==> src/design/brr_pkg.sv <==
// shared types, widths and filter coefficients of the block-stream sample decoder
// no dependencies
package brr_pkg;

  localparam int BYTE_W   = 8;
  localparam int NIB_W    = 4;
  localparam int POS_W    = 4;
  localparam int SHIFT_W  = 4;
  localparam int SAMPLE_W = 16;
  localparam int COEF_W   = 8;
  localparam int ACC_W    = 24;
  localparam int FRAC_W   = 6;
  localparam int QUOT_W   = ACC_W - FRAC_W;

  localparam logic [POS_W-1:0]   POS_HEADER    = 4'd0;
  localparam logic [POS_W-1:0]   POS_FIRST     = 4'd1;
  localparam logic [POS_W-1:0]   POS_LAST      = 4'd8;
  localparam logic [SHIFT_W-1:0] SHIFT_MAX_LIN = 4'd12;

  localparam logic signed [SAMPLE_W-1:0] SAMPLE_MAX  = 16'sh7fff;
  localparam logic signed [SAMPLE_W-1:0] SAMPLE_MIN  = -16'sh8000;
  localparam logic signed [SAMPLE_W-1:0] RAW_NEG_BIG = -16'sd2048;

  typedef enum logic [1:0] {
    FLT_NONE  = 2'd0,
    FLT_ONE   = 2'd1,
    FLT_TWO   = 2'd2,
    FLT_THREE = 2'd3
  } filter_t;

  typedef struct packed {
    logic [SHIFT_W-1:0] shift;
    filter_t            filter;
  } hdr_t;

  function automatic logic signed [COEF_W-1:0] coef_newer(input filter_t f);
    logic signed [COEF_W-1:0] c;
    case (f)
      FLT_NONE:  c = 8'sd0;
      FLT_ONE:   c = 8'sd60;
      FLT_TWO:   c = 8'sd122;
      FLT_THREE: c = 8'sd115;
      default:   c = 8'sd0;
    endcase
    return c;
  endfunction

  function automatic logic signed [COEF_W-1:0] coef_older(input filter_t f);
    logic signed [COEF_W-1:0] c;
    case (f)
      FLT_NONE:  c = 8'sd0;
      FLT_ONE:   c = 8'sd0;
      FLT_TWO:   c = -8'sd60;
      FLT_THREE: c = -8'sd52;
      default:   c = 8'sd0;
    endcase
    return c;
  endfunction

endpackage

==> src/design/brr_sample_calc.sv <==
// one nibble to one saturated sample: scale, two-tap prediction, truncate, clip
// depends on brr_pkg
module brr_sample_calc
  import brr_pkg::*;
(
  input  logic [NIB_W-1:0]           nibble,
  input  hdr_t                       hdr,
  input  logic signed [SAMPLE_W-1:0] hist_newer,
  input  logic signed [SAMPLE_W-1:0] hist_older,
  output logic signed [SAMPLE_W-1:0] sample
);

  logic signed [NIB_W-1:0]    nib_s;
  logic signed [SAMPLE_W-1:0] nib_ext;
  logic signed [SAMPLE_W-1:0] raw;
  logic signed [ACC_W-1:0]    raw_scaled;
  logic signed [ACC_W-1:0]    prod_newer;
  logic signed [ACC_W-1:0]    prod_older;
  logic signed [ACC_W-1:0]    acc;
  logic signed [ACC_W-1:0]    acc_adj;
  logic signed [QUOT_W-1:0]   quot;

  assign nib_s   = signed'(nibble);
  assign nib_ext = SAMPLE_W'(nib_s);

  always_comb begin
    if (hdr.shift == '0) begin
      raw = nib_ext >>> 1;
    end else if (hdr.shift <= SHIFT_MAX_LIN) begin
      raw = nib_ext <<< (hdr.shift - 1'b1);
    end else begin
      raw = nib_s[NIB_W-1] ? RAW_NEG_BIG : '0;
    end
  end

  assign raw_scaled = ACC_W'(raw) <<< FRAC_W;
  assign prod_newer = ACC_W'(coef_newer(hdr.filter)) * ACC_W'(hist_newer);
  assign prod_older = ACC_W'(coef_older(hdr.filter)) * ACC_W'(hist_older);
  assign acc        = raw_scaled + prod_newer + prod_older;

  // truncate toward zero
  assign acc_adj = acc[ACC_W-1] ? acc + ACC_W'((1 << FRAC_W) - 1) : acc;
  assign quot    = QUOT_W'(acc_adj >>> FRAC_W);

  always_comb begin
    if (quot > QUOT_W'(SAMPLE_MAX)) begin
      sample = SAMPLE_MAX;
    end else if (quot < QUOT_W'(SAMPLE_MIN)) begin
      sample = SAMPLE_MIN;
    end else begin
      sample = quot[SAMPLE_W-1:0];
    end
  end

endmodule

==> src/design/brr_adpcm_block_decoder_core.sv <==
// top level of the block-stream adpcm decoder: byte stage, history, result register
// depends on brr_pkg and brr_sample_calc
//
// Takes one stream byte per input transfer and gives 16-bit samples on the result
// channel, two per data byte (high nibble first, pair_last on the second) and none for
// a header byte. A byte waits in one stage register; a header is used up there without
// waiting for the result side, a data byte one nibble per cycle while the result side
// is not stalled, since the second sample needs the first in the history registers. A
// new byte is taken in the same cycle as the staged one is used up. A sample appears on
// the result port the cycle after its nibble is worked; input ready depends
// combinationally on out_ready. chain_start forces the byte to be a header and clears
// the history.
module brr_adpcm_block_decoder_core
  import brr_pkg::*;
(
  input  logic                       clk,
  input  logic                       rst_n,
  input  logic                       in_valid,
  output logic                       in_ready,
  input  logic [BYTE_W-1:0]          in_brr_byte,
  input  logic                       in_chain_start,
  output logic                       out_valid,
  input  logic                       out_ready,
  output logic signed [SAMPLE_W-1:0] out_pcm_sample,
  output logic                       out_block_loop,
  output logic                       out_block_end,
  output logic                       out_pair_last
);

  logic                       stg_vld_r, stg_vld_nxt;
  logic [BYTE_W-1:0]          stg_byte_r;
  logic                       stg_chain_r;
  logic                       phase_r, phase_nxt;
  logic [POS_W-1:0]           pos_r, pos_nxt;
  hdr_t                       hdr_r, hdr_nxt;
  logic                       loop_r, loop_nxt;
  logic                       end_r, end_nxt;
  logic signed [SAMPLE_W-1:0] hist_newer_r, hist_newer_nxt;
  logic signed [SAMPLE_W-1:0] hist_older_r, hist_older_nxt;
  logic                       out_vld_r, out_vld_nxt;
  logic signed [SAMPLE_W-1:0] out_sample_r;
  logic                       out_loop_r;
  logic                       out_end_r;
  logic                       out_last_r;

  logic                       stg_hdr;
  logic                       stg_adv;
  logic                       stg_done;
  logic                       in_xfer;
  logic [NIB_W-1:0]           cur_nib;
  logic signed [SAMPLE_W-1:0] cur_sample;

  assign stg_hdr  = stg_chain_r || (pos_r == POS_HEADER) || (pos_r > POS_LAST);
  assign stg_adv  = stg_vld_r && (stg_hdr || !out_vld_r || out_ready);
  assign stg_done = stg_adv && (stg_hdr || phase_r);
  assign in_ready = !stg_vld_r || stg_done;
  assign in_xfer  = in_valid && in_ready;
  assign cur_nib  = phase_r ? stg_byte_r[NIB_W-1:0] : stg_byte_r[BYTE_W-1:NIB_W];

  brr_sample_calc u_calc (
    .nibble     (cur_nib),
    .hdr        (hdr_r),
    .hist_newer (hist_newer_r),
    .hist_older (hist_older_r),
    .sample     (cur_sample)
  );

  always_comb begin
    stg_vld_nxt    = stg_vld_r;
    phase_nxt      = phase_r;
    pos_nxt        = pos_r;
    hdr_nxt        = hdr_r;
    loop_nxt       = loop_r;
    end_nxt        = end_r;
    hist_newer_nxt = hist_newer_r;
    hist_older_nxt = hist_older_r;
    out_vld_nxt    = out_vld_r && !out_ready;
    if (stg_adv) begin
      if (stg_hdr) begin
        hdr_nxt.shift  = stg_byte_r[7:4];
        hdr_nxt.filter = filter_t'(stg_byte_r[3:2]);
        loop_nxt       = stg_byte_r[1];
        end_nxt        = stg_byte_r[0];
        pos_nxt        = POS_FIRST;
        phase_nxt      = 1'b0;
        if (stg_chain_r) begin
          hist_newer_nxt = '0;
          hist_older_nxt = '0;
        end
      end else begin
        hist_older_nxt = hist_newer_r;
        hist_newer_nxt = cur_sample;
        out_vld_nxt    = 1'b1;
        phase_nxt      = !phase_r;
        if (phase_r) begin
          pos_nxt = (pos_r >= POS_LAST) ? POS_HEADER : pos_r + 1'b1;
        end
      end
    end
    if (stg_done) begin
      stg_vld_nxt = 1'b0;
    end
    if (in_xfer) begin
      stg_vld_nxt = 1'b1;
    end
  end

  always_ff @(posedge clk) begin
    if (!rst_n) begin
      stg_vld_r    <= 1'b0;
      phase_r      <= 1'b0;
      pos_r        <= POS_HEADER;
      hdr_r        <= '0;
      loop_r       <= 1'b0;
      end_r        <= 1'b0;
      hist_newer_r <= '0;
      hist_older_r <= '0;
      out_vld_r    <= 1'b0;
    end else begin
      stg_vld_r    <= stg_vld_nxt;
      phase_r      <= phase_nxt;
      pos_r        <= pos_nxt;
      hdr_r        <= hdr_nxt;
      loop_r       <= loop_nxt;
      end_r        <= end_nxt;
      hist_newer_r <= hist_newer_nxt;
      hist_older_r <= hist_older_nxt;
      out_vld_r    <= out_vld_nxt;
    end
  end

  always_ff @(posedge clk) begin
    if (in_xfer) begin
      stg_byte_r  <= in_brr_byte;
      stg_chain_r <= in_chain_start;
    end
    if (stg_adv && !stg_hdr) begin
      out_sample_r <= cur_sample;
      out_loop_r   <= loop_r;
      out_end_r    <= end_r;
      out_last_r   <= phase_r;
    end
  end

  assign out_valid      = out_vld_r;
  assign out_pcm_sample = out_sample_r;
  assign out_block_loop = out_loop_r;
  assign out_block_end  = out_end_r;
  assign out_pair_last  = out_last_r;

`ifndef SYNTHESIS
  // second nibble only while a data byte sits in the stage
  a_phase_in_data: assert property (@(posedge clk) disable iff (!rst_n)
    phase_r |-> (stg_vld_r && !stg_hdr))
    else $error("low nibble phase without a data byte in the stage");

  // low nibble finished means a pair-closing sample on the result port
  a_pair_close: assert property (@(posedge clk) disable iff (!rst_n)
    (stg_adv && !stg_hdr && phase_r) |=> (out_valid && out_pair_last))
    else $error("low nibble sample not presented with pair_last");

  // a header never produces a result
  a_hdr_silent: assert property (@(posedge clk) disable iff (!rst_n)
    (stg_adv && stg_hdr && !(out_valid && !out_ready)) |=> !out_valid)
    else $error("header byte produced a sample");

  a_pos_range: assert property (@(posedge clk) disable iff (!rst_n)
    pos_r <= POS_LAST)
    else $error("byte position out of range");
`endif

endmodule
==> config.mk <==
export PLATFORM = sky130hd
export DESIGN_NAME = brr_adpcm_block_decoder_core
export DESIGN_NICKNAME = d
export VERILOG_FILES = /design/src/design/brr_pkg.sv /design/src/design/brr_sample_calc.sv /design/src/design/brr_adpcm_block_decoder_core.sv
export SDC_FILE = /design/constraint.sdc
export NUM_CORES = 1
export LEC_CHECK = 0
export ABC_AREA = 1
export BUFFER_PORTS_ARGS = -buffer_cell sky130_fd_sc_hd__buf_2
export CAP_MARGIN = 40
export CORE_MARGIN = 4
export CORE_UTILIZATION = 42
export DETAILED_ROUTE_END_ITERATION = 16
export GPL_ROUTABILITY_DRIVEN = 0
export PLACE_DENSITY_LB_ADDON = 0.1
export RECOVER_POWER = 50
export SKIP_LAST_GASP = 1
export SYNTH_ARGS = -nofsm -noshare
export SYNTH_HDL_FRONTEND = slang
export SYNTH_SLANG_ARGS = --single-unit
==> constraint.sdc <==
create_clock -name clk -period 8.6 [get_ports clk]
set_input_delay 0.86 -clock clk [delete_from_list [all_inputs] [get_ports clk]]
set_output_delay 0.86 -clock clk [all_outputs]
set_load 0.005 [all_outputs]
Word level (Yosys, flattened, before mapping)
Index checks and enable logic that the tools add are counted.
Word-level totals
  flip-flop bits (word level): 75
  bits of input ports: 13
  output and inout bits: 21
  logic and storage cells: 78
Operators by class
  add/subtract/negate cells: 5
  multiply operators: 2
  magnitude comparators: 5
  equal/unequal tests: 4
  shift operators: 1
  muxes and demuxes: 20
  reduce and logical (&&, ||, !) cells: 25
Operator list (number)
  16-bit 2-to-1 mux: 8
  8-bit by 16-bit multiplier with 24-bit output: 2
  8-bit case mux with 4 select lines: 1
  22-bit by 24-bit adder with 24-bit output: 1
  24-bit adder: 1
  24-bit by 7-bit adder with 24-bit output (second input constant): 1
  24-bit 2-to-1 mux: 1
  8-bit case mux with 3 select lines: 1
  18-bit by 16-bit greater-than comparator with 1-bit output (second input constant): 1
  18-bit by 16-bit less-than comparator with 1-bit output (second input constant): 1
  4-bit 2-to-1 mux: 4
  4-bit by 4-bit <<< shifter with 16-bit output: 1
  4-bit logical NOT: 2
  1-bit logical OR: 6
  2-bit AND reduction: 3
  1-bit logical AND: 5
  1-bit logical NOT: 5
  1-bit 2-to-1 mux: 5
  4-bit by 1-bit adder with 4-bit output (second input constant): 1
  2-bit equality test (second input constant): 2
  4-bit >= comparator (second input constant): 1
  4-bit greater-than comparator (second input constant): 1
  4-bit less-or-equal comparator (second input constant): 1
  2-bit nonzero test: 2
  other kinds (5): 5

Logic depth before layout (Yosys ltp)
Gate-level depths: netlist (run 1).
  depth after elaboration: 12
  gate-level depth with buffers: 43
  depth with buffers taken out: 41

By module
Synthesis (run 1) repeated with hierarchy kept, for this count alone.
Second synthesis, totals
  cells, all modules: 1443
  area, all modules: 11478.5 um2
By module, submodules not included
  brr_sample_calc: times used 1, cells an instance 1158, area each 8546.9 um2, sequential area each 0.0 um2
  brr_adpcm_block_decoder_core: times used 1, cells an instance 285, area each 2931.6 um2, sequential area each 1781.7 um2

Worst setup path before layout (run 1)
OpenSTA, ideal clock, no wires.
  kind: register to register
  from: register hdr_r[0] (netlist bit)
  to: register out_sample_r[14], in the netlist out_pcm_sample[14], data pin
  library setup time: 258 ps
  data arrival time: 6404 ps
  required time: 8342 ps
  setup slack: 1939 ps
  cell stages (with the launch flop): 37
  buffers on the path: 4
  clock period less this slack: 6661 ps
  path through: dfxtp_1 ha_1 buf_2 nor2_1 clkbuf_1 clkbuf_1 nor2_1 inv_1 fa_1 inv_1 fa_1 fa_1 fa_1 fa_1 inv_1 fa_1 inv_1 ha_1 nand2_1 inv_1 nand2_1 nand2_1 nand2_1 nand3_1 nand2_1 nand2_1 nor2_1 nand3_1 nor2_1 nand4_1 nand2_1 nand2_1 nand2_2 nand2_4 buf_12 nand2_2 nand2_2
Between the ends
  word-level cells in the longest chain between the ends: 10
  elaborated cells on any way between the ends: 17
  classes of those cells: add/sub: 3; mul: 2; order compare: 2; eq/ne: 3; mux: 5; reduce/logical: 2
Ends and longest elaborated chain
  start: declaration: line brr_adpcm_block_decoder_core.sv:35  | hdr_t hdr_r, hdr_nxt;
  start signal: assignment: line brr_adpcm_block_decoder_core.sv:123  | hdr_r <= hdr_nxt;
  2-bit equality test, or another cell as far along: line brr_pkg.sv:38, brr_pkg.sv:50
  8-bit case mux with 4 select lines / 2-bit OR reduction (equally long branches)
  8-bit by 16-bit multiplier with 24-bit output / 8-bit case mux with 3 select lines (equally long branches): line brr_sample_calc.sv:37, brr_pkg.sv:50
  22-bit by 24-bit adder with 24-bit output / 8-bit by 16-bit multiplier with 24-bit output (equally long branches): line brr_sample_calc.sv:39, brr_sample_calc.sv:38
  24-bit adder (*): line brr_sample_calc.sv:39  | assign acc = raw_scaled + prod_newer + prod_older;
  24-bit by 7-bit adder with 24-bit output: line brr_sample_calc.sv:42  | assign acc_adj = acc[ACC_W-1] ? acc + ACC_W'((1 << FRAC_W) - 1) : acc;
  24-bit 2-to-1 mux (*): line brr_sample_calc.sv:42
  18-bit by 16-bit less-than comparator with 1-bit output: line brr_sample_calc.sv:48  | end else if (quot < QUOT_W'(SAMPLE_MIN)) begin
  16-bit 2-to-1 mux: line brr_sample_calc.sv:48
  16-bit 2-to-1 mux (*): line brr_sample_calc.sv:46  | if (quot > QUOT_W'(SAMPLE_MAX)) begin
  named net cur_sample[14]: line brr_adpcm_block_decoder_core.sv:51  | logic signed [SAMPLE_W-1:0] cur_sample;
  end signal: assignment: line brr_adpcm_block_decoder_core.sv:138  | out_sample_r <= cur_sample;
  end: declaration: line brr_adpcm_block_decoder_core.sv:41  | logic signed [SAMPLE_W-1:0] out_sample_r;
The timed path passes the listed nets; every way through them passes the cells marked *. The select of a mux whose other input is x is not followed.
A chain may end at the register's enable or synchronous reset.

Worst setup path in the final report (run 1)
  from: register hdr_r[0] (netlist bit)
  to: register hist_newer_r[3]
Between the ends
  word-level cells in the longest chain between the ends: 11
  elaborated cells on any way between the ends: 18
  classes of those cells: add/sub: 3; mul: 2; order compare: 2; eq/ne: 3; mux: 6; reduce/logical: 2
Ends and longest elaborated chain
  2-bit equality test, or another cell as far along: line brr_pkg.sv:38, brr_pkg.sv:50
  8-bit case mux with 4 select lines / 2-bit OR reduction (equally long branches)
  8-bit by 16-bit multiplier with 24-bit output / 8-bit case mux with 3 select lines (equally long branches): line brr_sample_calc.sv:37, brr_pkg.sv:50
  22-bit by 24-bit adder with 24-bit output / 8-bit by 16-bit multiplier with 24-bit output (equally long branches): line brr_sample_calc.sv:39, brr_sample_calc.sv:38
  24-bit adder (*): line brr_sample_calc.sv:39
  24-bit by 7-bit adder with 24-bit output: line brr_sample_calc.sv:42
  24-bit 2-to-1 mux (*): line brr_sample_calc.sv:42
  18-bit by 16-bit less-than comparator with 1-bit output: line brr_sample_calc.sv:48
  16-bit 2-to-1 mux: line brr_sample_calc.sv:48
  16-bit 2-to-1 mux (*): line brr_sample_calc.sv:46
  named net cur_sample[3]: line brr_adpcm_block_decoder_core.sv:51
  16-bit 2-to-1 mux (*): line brr_adpcm_block_decoder_core.sv:79  | if (stg_hdr) begin
  end signal: assignment: line brr_adpcm_block_decoder_core.sv:126  | hist_newer_r <= hist_newer_nxt;
  end: declaration: line brr_adpcm_block_decoder_core.sv:38  | logic signed [SAMPLE_W-1:0] hist_newer_r, hist_newer_nxt;
Marks and branches as above.

==> metrics, run 1 <==
number of global-route vias before repair=9,229; Min-Delay Endpoint=out_block_end; CTS tree=built; Clock transition at path regs=0.07 ns; synthesis warning total=0; nets@finish=1,841; root buffer cell=clkbuf_16; sequential-to-total area share from yosys stat=0.154; library cells used by synthesis=38; Hold Violations, Final=0; overall global routing resource usage=0.206; Register Area=0.00178 mm2; number of vias per cell=4.70; clock tree buffer depth=2; Multi-input gate area=0.00799 mm2; Sequential Power Share=0.174; worst vdd ir=0.168 mV; Final period util=0.860; CP Class=reg2reg; post-synth top area share=0.291; global-route wire length before repair=49.2 mm; DRC=0; Antenna Nets Post-Route=0; cell mode on critical path=nand2_1; final setup slack of the worst path=1.20 ns; failing checks=capacitance limit, slew limit; layout cell share with drive strength beyond 1=0.0692; minimum clock period=7.40 ns; CP arrival=7.61 ns; Rows=60; CTS Sinks=75; Cell Pwr Density=224 mW/mm2; setup TNS=0 ns; Core Box Area=0.0270 mm2; Syn Nets=1,821; drt total wl=29.5 mm; switching share of power=0.526; Switch Pwr=1460 uW; placed cells=1,872; die area=0.0302 mm2; R2R cell count=30; hold depth=0; HPWL Detailed=24.9 mm; initial antenna violation count=0; Critical Path End Type=flop; ranking of synthesized cells by area=fa_1 29%, inv_1 14%, ha_1 13%; Worst R2R End=hist_newer_r[3]; Gate power share=0.674; Layout Skew=0.00964 ns; Reg2Reg Setup Slack=1.20 ns; area delta synth->final=7.20%; gr ovfl total=0; slowest stage delay, CP=0.74 ns; slowest CP cell=ha_1; # diodes=0; area leader, netlist=fa_1; Resized cells post-CTS=0; via count=8,865; Post-Syn Area=0.0116 mm2; Worst-Skew Late Latency=0.35 ns; crit-path max FO=16; Rel. slew slack=-0.679; Avg WL per Cell=15.6 um; IO Pins=34; Starting DRT DRC Count=423; # Post-CTS Setup Buffers=0; MaxCap Viol Count=1; type of the most critical hold path=reg2reg; FF-to-FF Start=hdr_r[0]; Hold Crit Start=end_r; Pre-antenna DRT Iters=5; I/O Buffers=33; Leak=0.00679 uW; Initial Util=0.428; achievable clock frequency=135 MHz; Finish-stage setup viols=0; startpoint class of the critical path=flop; CTS H-tree depth=3; outcome=finished with violations; Mean Syn Cell Area=7.59 um2; clock power share=0.152; Slew @ Worst Pin=2.52 ns; Max Transition Viols Final=49; dpl ws=1.10 ns; Die H=174 um; Internal Pwr Total=1320 uW; CTS Buf Count=9; WP data required=8.81 ns; largest net degree at the start of global routing=49; die width=174 um; #FFs+latches synth=75; FILL cells=2,844; Mapped Cells=1,522; RSZ-0062 raised after global routing=no; cts hold-fix bufs=0; Non-Filler Instances=1,888
[power by group through the flow]
stage	registers [uW]	logic, uW	clock network [uW]
detailed placement	492	1900	0
floorplan	473	1440	0
global route	488	2170	446
CTS	484	1910	433
finish	483	1870	423
global placement	492	1880	0
[registers in the layout, summed over array words and instances (netlist names), 4 cells and up]
signal / count
hist_newer_r: 16
hist_older_r: 16
out_pcm_sample: 16
stg_byte_r: 8
hdr_r: 6
pos_r: 4
[worst max-delay path, delay by kind of cell, from the launching register on]
family / cells / cell delay [ns]
compound gates: 4 / 0.72
fa+ha+maj: 8 / 4.29
buf+inv: 6 / 0.46
flops: 1 / 0.39
simple gates: 12 / 1.36
[metal layers]
| layer | up-vias | wire length (um) | global-route usage |
|---|---|---|---|
| met4 | 0 | 463 | 0.0373 |
| met3 | 28 | 782 | 0.0212 |
| met2 | 132 | 15300 | 0.375 |
| li1 | 4500 | - | - |
| met5 | - | 0 | 0 |
| met1 | 4205 | 12900 | 0.267 |
[cell type report]
type,instances,area share
clock buffers,9,0.0182
clock inverters,7,0.00727
inverters,437,0.132
multi-input cells,979,0.645
flip-flops and latches,75,0.144
well taps,341,0.0344
repair buffers,40,0.0189
[kinds of logic after synthesis]
group	after synthesis	share of synthesized area
multiplexers	1	0.000866
AND/OR/NAND/NOR	564	0.203
XOR/XNOR	20	0.0152
AO/OA/AOI/OAI	108	0.0520
flip-flops	75	0.154
adder cells (fa/ha/maj)	286	0.419
buffers and inverters	468	0.156
[synth_stat cells]
cell	n
ha_1	118
a31oi_1	3
mux2i_1	1
inv_2	5
nand3_2	1
inv_1	432
dfxtp_1	47
clkbuf_1	23
nor2_1	115
o211ai_1	1
nand2_1	345
o21ai_0	38
nor3_1	6
a21oi_1	46
o21ai_1	3
buf_4	2
nand2_4	1
buf_1	1
nand2_2	33
a21oi_2	10
fa_1	168
nand3_1	33
and2_1	3
or2_2	2
o31ai_1	1
nand4_1	13
buf_6	2
a211oi_1	3
xnor2_1	7
o21bai_1	2
nand3b_1	6
o22ai_1	1
nor2_2	5
buf_12	1
edfxtp_1	28
buf_2	2
xor2_1	13
nor2_4	1
[cell usage in the layout (no fill, tap or decap), types with 3 or more instances in the layout]
master / n
inv_1: 432
nand2_1: 345
fa_1: 168
ha_1: 118
nor2_1: 114
dfxtp_1: 47
a21oi_1: 46
o21ai_0: 38
nand3_1: 33
nand2_2: 33
edfxtp_1: 28
buf_2: 27
xor2_1: 13
nand4_1: 13
a21oi_2: 10
clkbuf_16: 9
xnor2_1: 7
clkbuf_1: 7
nor2_2: 6
nor3_1: 6
nand3b_1: 6
inv_2: 5
buf_4: 4
a31oi_1: 3
and2_1: 3
a211oi_1: 3
[stage by stage]
stage	util	total power (uW)	hold WS [ns]	area [um2]
2_1_floorplan	-	1910	0.409	11600
3_3_place_gp	0.446	2370	0.419	12000
3_5_place_dp	0.447	2390	0.421	12100
4_1_cts	0.459	2830	0.437	12400
5_1_grt	0.458	3100	0.449	12400
6_report	0.458	2780	0.435	12400
[worst max-delay path by stage]
stage,from,endpoint,slack (ns),depth (start not counted)
global placement,hdr_r[0],hist_newer_r[3],1.21,30
floorplan,hdr_r[0],out_pcm_sample[14],1.94,36
finish,hdr_r[0],hist_newer_r[3],1.20,30
global route,hdr_r[0],hist_newer_r[3],0.66,33
CTS,hdr_r[0],hist_newer_r[3],1.08,30
detailed placement,hdr_r[0],hist_newer_r[3],1.10,30
Power figures use the tool's default switching activity.
==> run 2, diff against run 1 <==
--- a/config.mk
+++ b/config.mk
@@ -6,6 +6,7 @@
 export NUM_CORES = 1
 export LEC_CHECK = 0
 export ABC_AREA = 1
+export ABC_CLOCK_PERIOD_IN_PS = 6200
 export BUFFER_PORTS_ARGS = -buffer_cell sky130_fd_sc_hd__buf_2
 export CAP_MARGIN = 40
 export CORE_MARGIN = 4
==> constraint.sdc (replaced) <==
create_clock -name clk -period 6.2 [get_ports clk]
set_input_delay 0.62 -clock clk [delete_from_list [all_inputs] [get_ports clk]]
set_output_delay 0.62 -clock clk [all_outputs]
set_load 0.005 [all_outputs]
==> run 2 against run 1 <==
Effect of this change:
- the run ends with setup timing left
- combinational power is 120% higher
- register-to-register slack worse by 1.6 ns
- sequential power is 35% higher
- critical endpoint is now hist_newer_r[0]
- first-iteration DRC count is 37% higher
==> metrics, run 2 (synthesis gave the netlist of run 1 again) <==
IO Pins=34; Starting DRT DRC Count=578; Rows=60; Pre-antenna DRT Iters=5; Layout Skew=0.0114 ns; layout cell share with drive strength beyond 1=0.271; CP arrival=6.85 ns; startpoint class of the critical path=flop; via count=9,876; DRC=0; WP data required=6.48 ns; most used routing layer=met2; placed cell area=0.0137 mm2; WHS=0.440 ns; Worst-Skew Late Latency=0.35 ns; outcome=finished with violations; minimum clock period=6.57 ns; setup TNS=-9.08 ns; most common cell after layout, fill and taps aside=inv_1; routing usage on met1=0.276; slowest CP cell=fa_1; crit-path max FO=8; Hold Violations, Final=0; Leak=0.00796 uW; Reg2Reg Setup Slack=-0.37 ns; die area=0.0302 mm2; MaxCap Viol Count=0; failing checks=setup timing; slowest stage delay, CP=0.56 ns; area delta synth->final=29.4%; Avg WL per Cell=16.0 um; Finish-stage setup viols=32; Cell Pwr Density=351 mW/mm2; Initial Util=0.428; # diodes=0; cell mode on critical path=fa_1; Core Box Area=0.0270 mm2; Antenna Nets Post-Route=0; global-route wire length before repair=54.8 mm; root buffer cell=clkbuf_16; initial antenna violation count=1; Max Transition Viols Final=0; HPWL Detailed=28.1 mm; Slew @ Worst Pin=0.674 ns; type of the most critical hold path=reg2reg; Global Route met2 Usage=0.425; I/O Buffers=33; CP Class=reg2reg; clock tree buffer depth=2; grt met3 use=0.0242; nets@finish=2,057; most frequent cells in the layout=410 x inv_1, 294 x nand2_1, 194 x buf_4; gr ovfl total=0; achievable clock frequency=152 MHz; worst vdd ir=0.235 mV; number of global-route vias before repair=10,589; CTS H-tree depth=3; number of vias per cell=4.69; CTS Buf Count=9; Critical Path End Type=flop; drt total wl=33.7 mm; CTS tree=built; die width=174 um; Rel. slew slack=0.551; CP top delay family=adder cells; CP bufs+invs=8; Final Cell Area=0.0149 mm2; Final period util=1.06; Clock transition at path regs=0.07 ns; RSZ-0062 raised after global routing=yes; largest net degree at the start of global routing=53; FILL cells=2,595; Die H=174 um; final setup slack of the worst path=-0.374 ns; overall global routing resource usage=0.230; CTS Sinks=75
==> run 2: cell count changes in the layout (fill, tap and decap cells not counted), moves of 21 or more <==
cell / change
nand2_2: +40
nor2_1: -27
nand2_1: -51
ha_1: -21
inv_1: -22
buf_4: +190
==> run 2: final timing paths <==
kind	from	depth (start not counted)	to
worst min-delay path	loop_r	0	out_block_loop
worst min register to register	loop_r	0	out_block_loop
worst max register to register	hdr_r[0]	35	hist_newer_r[0]
worst max-delay path	hdr_r[0]	35	hist_newer_r[0]
==> run 2: layout make-up <==
| type | instances | area, um2 | area share |
|---|---|---|---|
| multi-input cells | 980 | 8740 | 0.585 |
| repair buffers | 255 | 2040 | 0.137 |
| flip-flops and latches | 75 | 1780 | 0.119 |
| inverters | 437 | 1650 | 0.111 |
| well taps | 341 | 427 | 0.0285 |
| clock buffers | 9 | 225 | 0.0151 |
| clock inverters | 7 | 75.1 | 0.00502 |
==> run 2: power breakdown <==
part | leakage (uW) | total (uW) | switching (uW) | internal, uW
clock | 0.000150 | 554 | 239 | 315
sequential | 0.000641 | 652 | 32.6 | 620
combinational | 0.00717 | 4030 | 2280 | 1750
==> run 2: timing repair <==
action                                  4_1_cts  5_1_grt
resized for setup                            80      124
endpoints found under the setup margin       32       32
hold buffers                                  0        0
gates cloned                                  2        1
buffers inserted                             10       12
pin swaps                                    53       72
==> run 2: routing by layer <==
metal  vias up  share of wire
met5         -              0
met3        52          0.029
li1       4929              -
met1      4729           0.41
met2       166           0.52
met4         0          0.041
==> run 2: stage by stage <==
| stage | cells | util | power (uW) | worst slack [ns] |
|---|---|---|---|---|
| after floorplan | 1522 | - | 2760 | -0.0000169 |
| after global placement | 2063 | 0.507 | 4000 | -0.651 |
| after detailed placement | 2064 | 0.508 | 4010 | -0.686 |
| after CTS | 2092 | 0.535 | 4930 | -0.351 |
| after global routing | 2104 | 0.553 | 5750 | -0.705 |
| final | 2104 | 0.553 | 5240 | -0.374 |
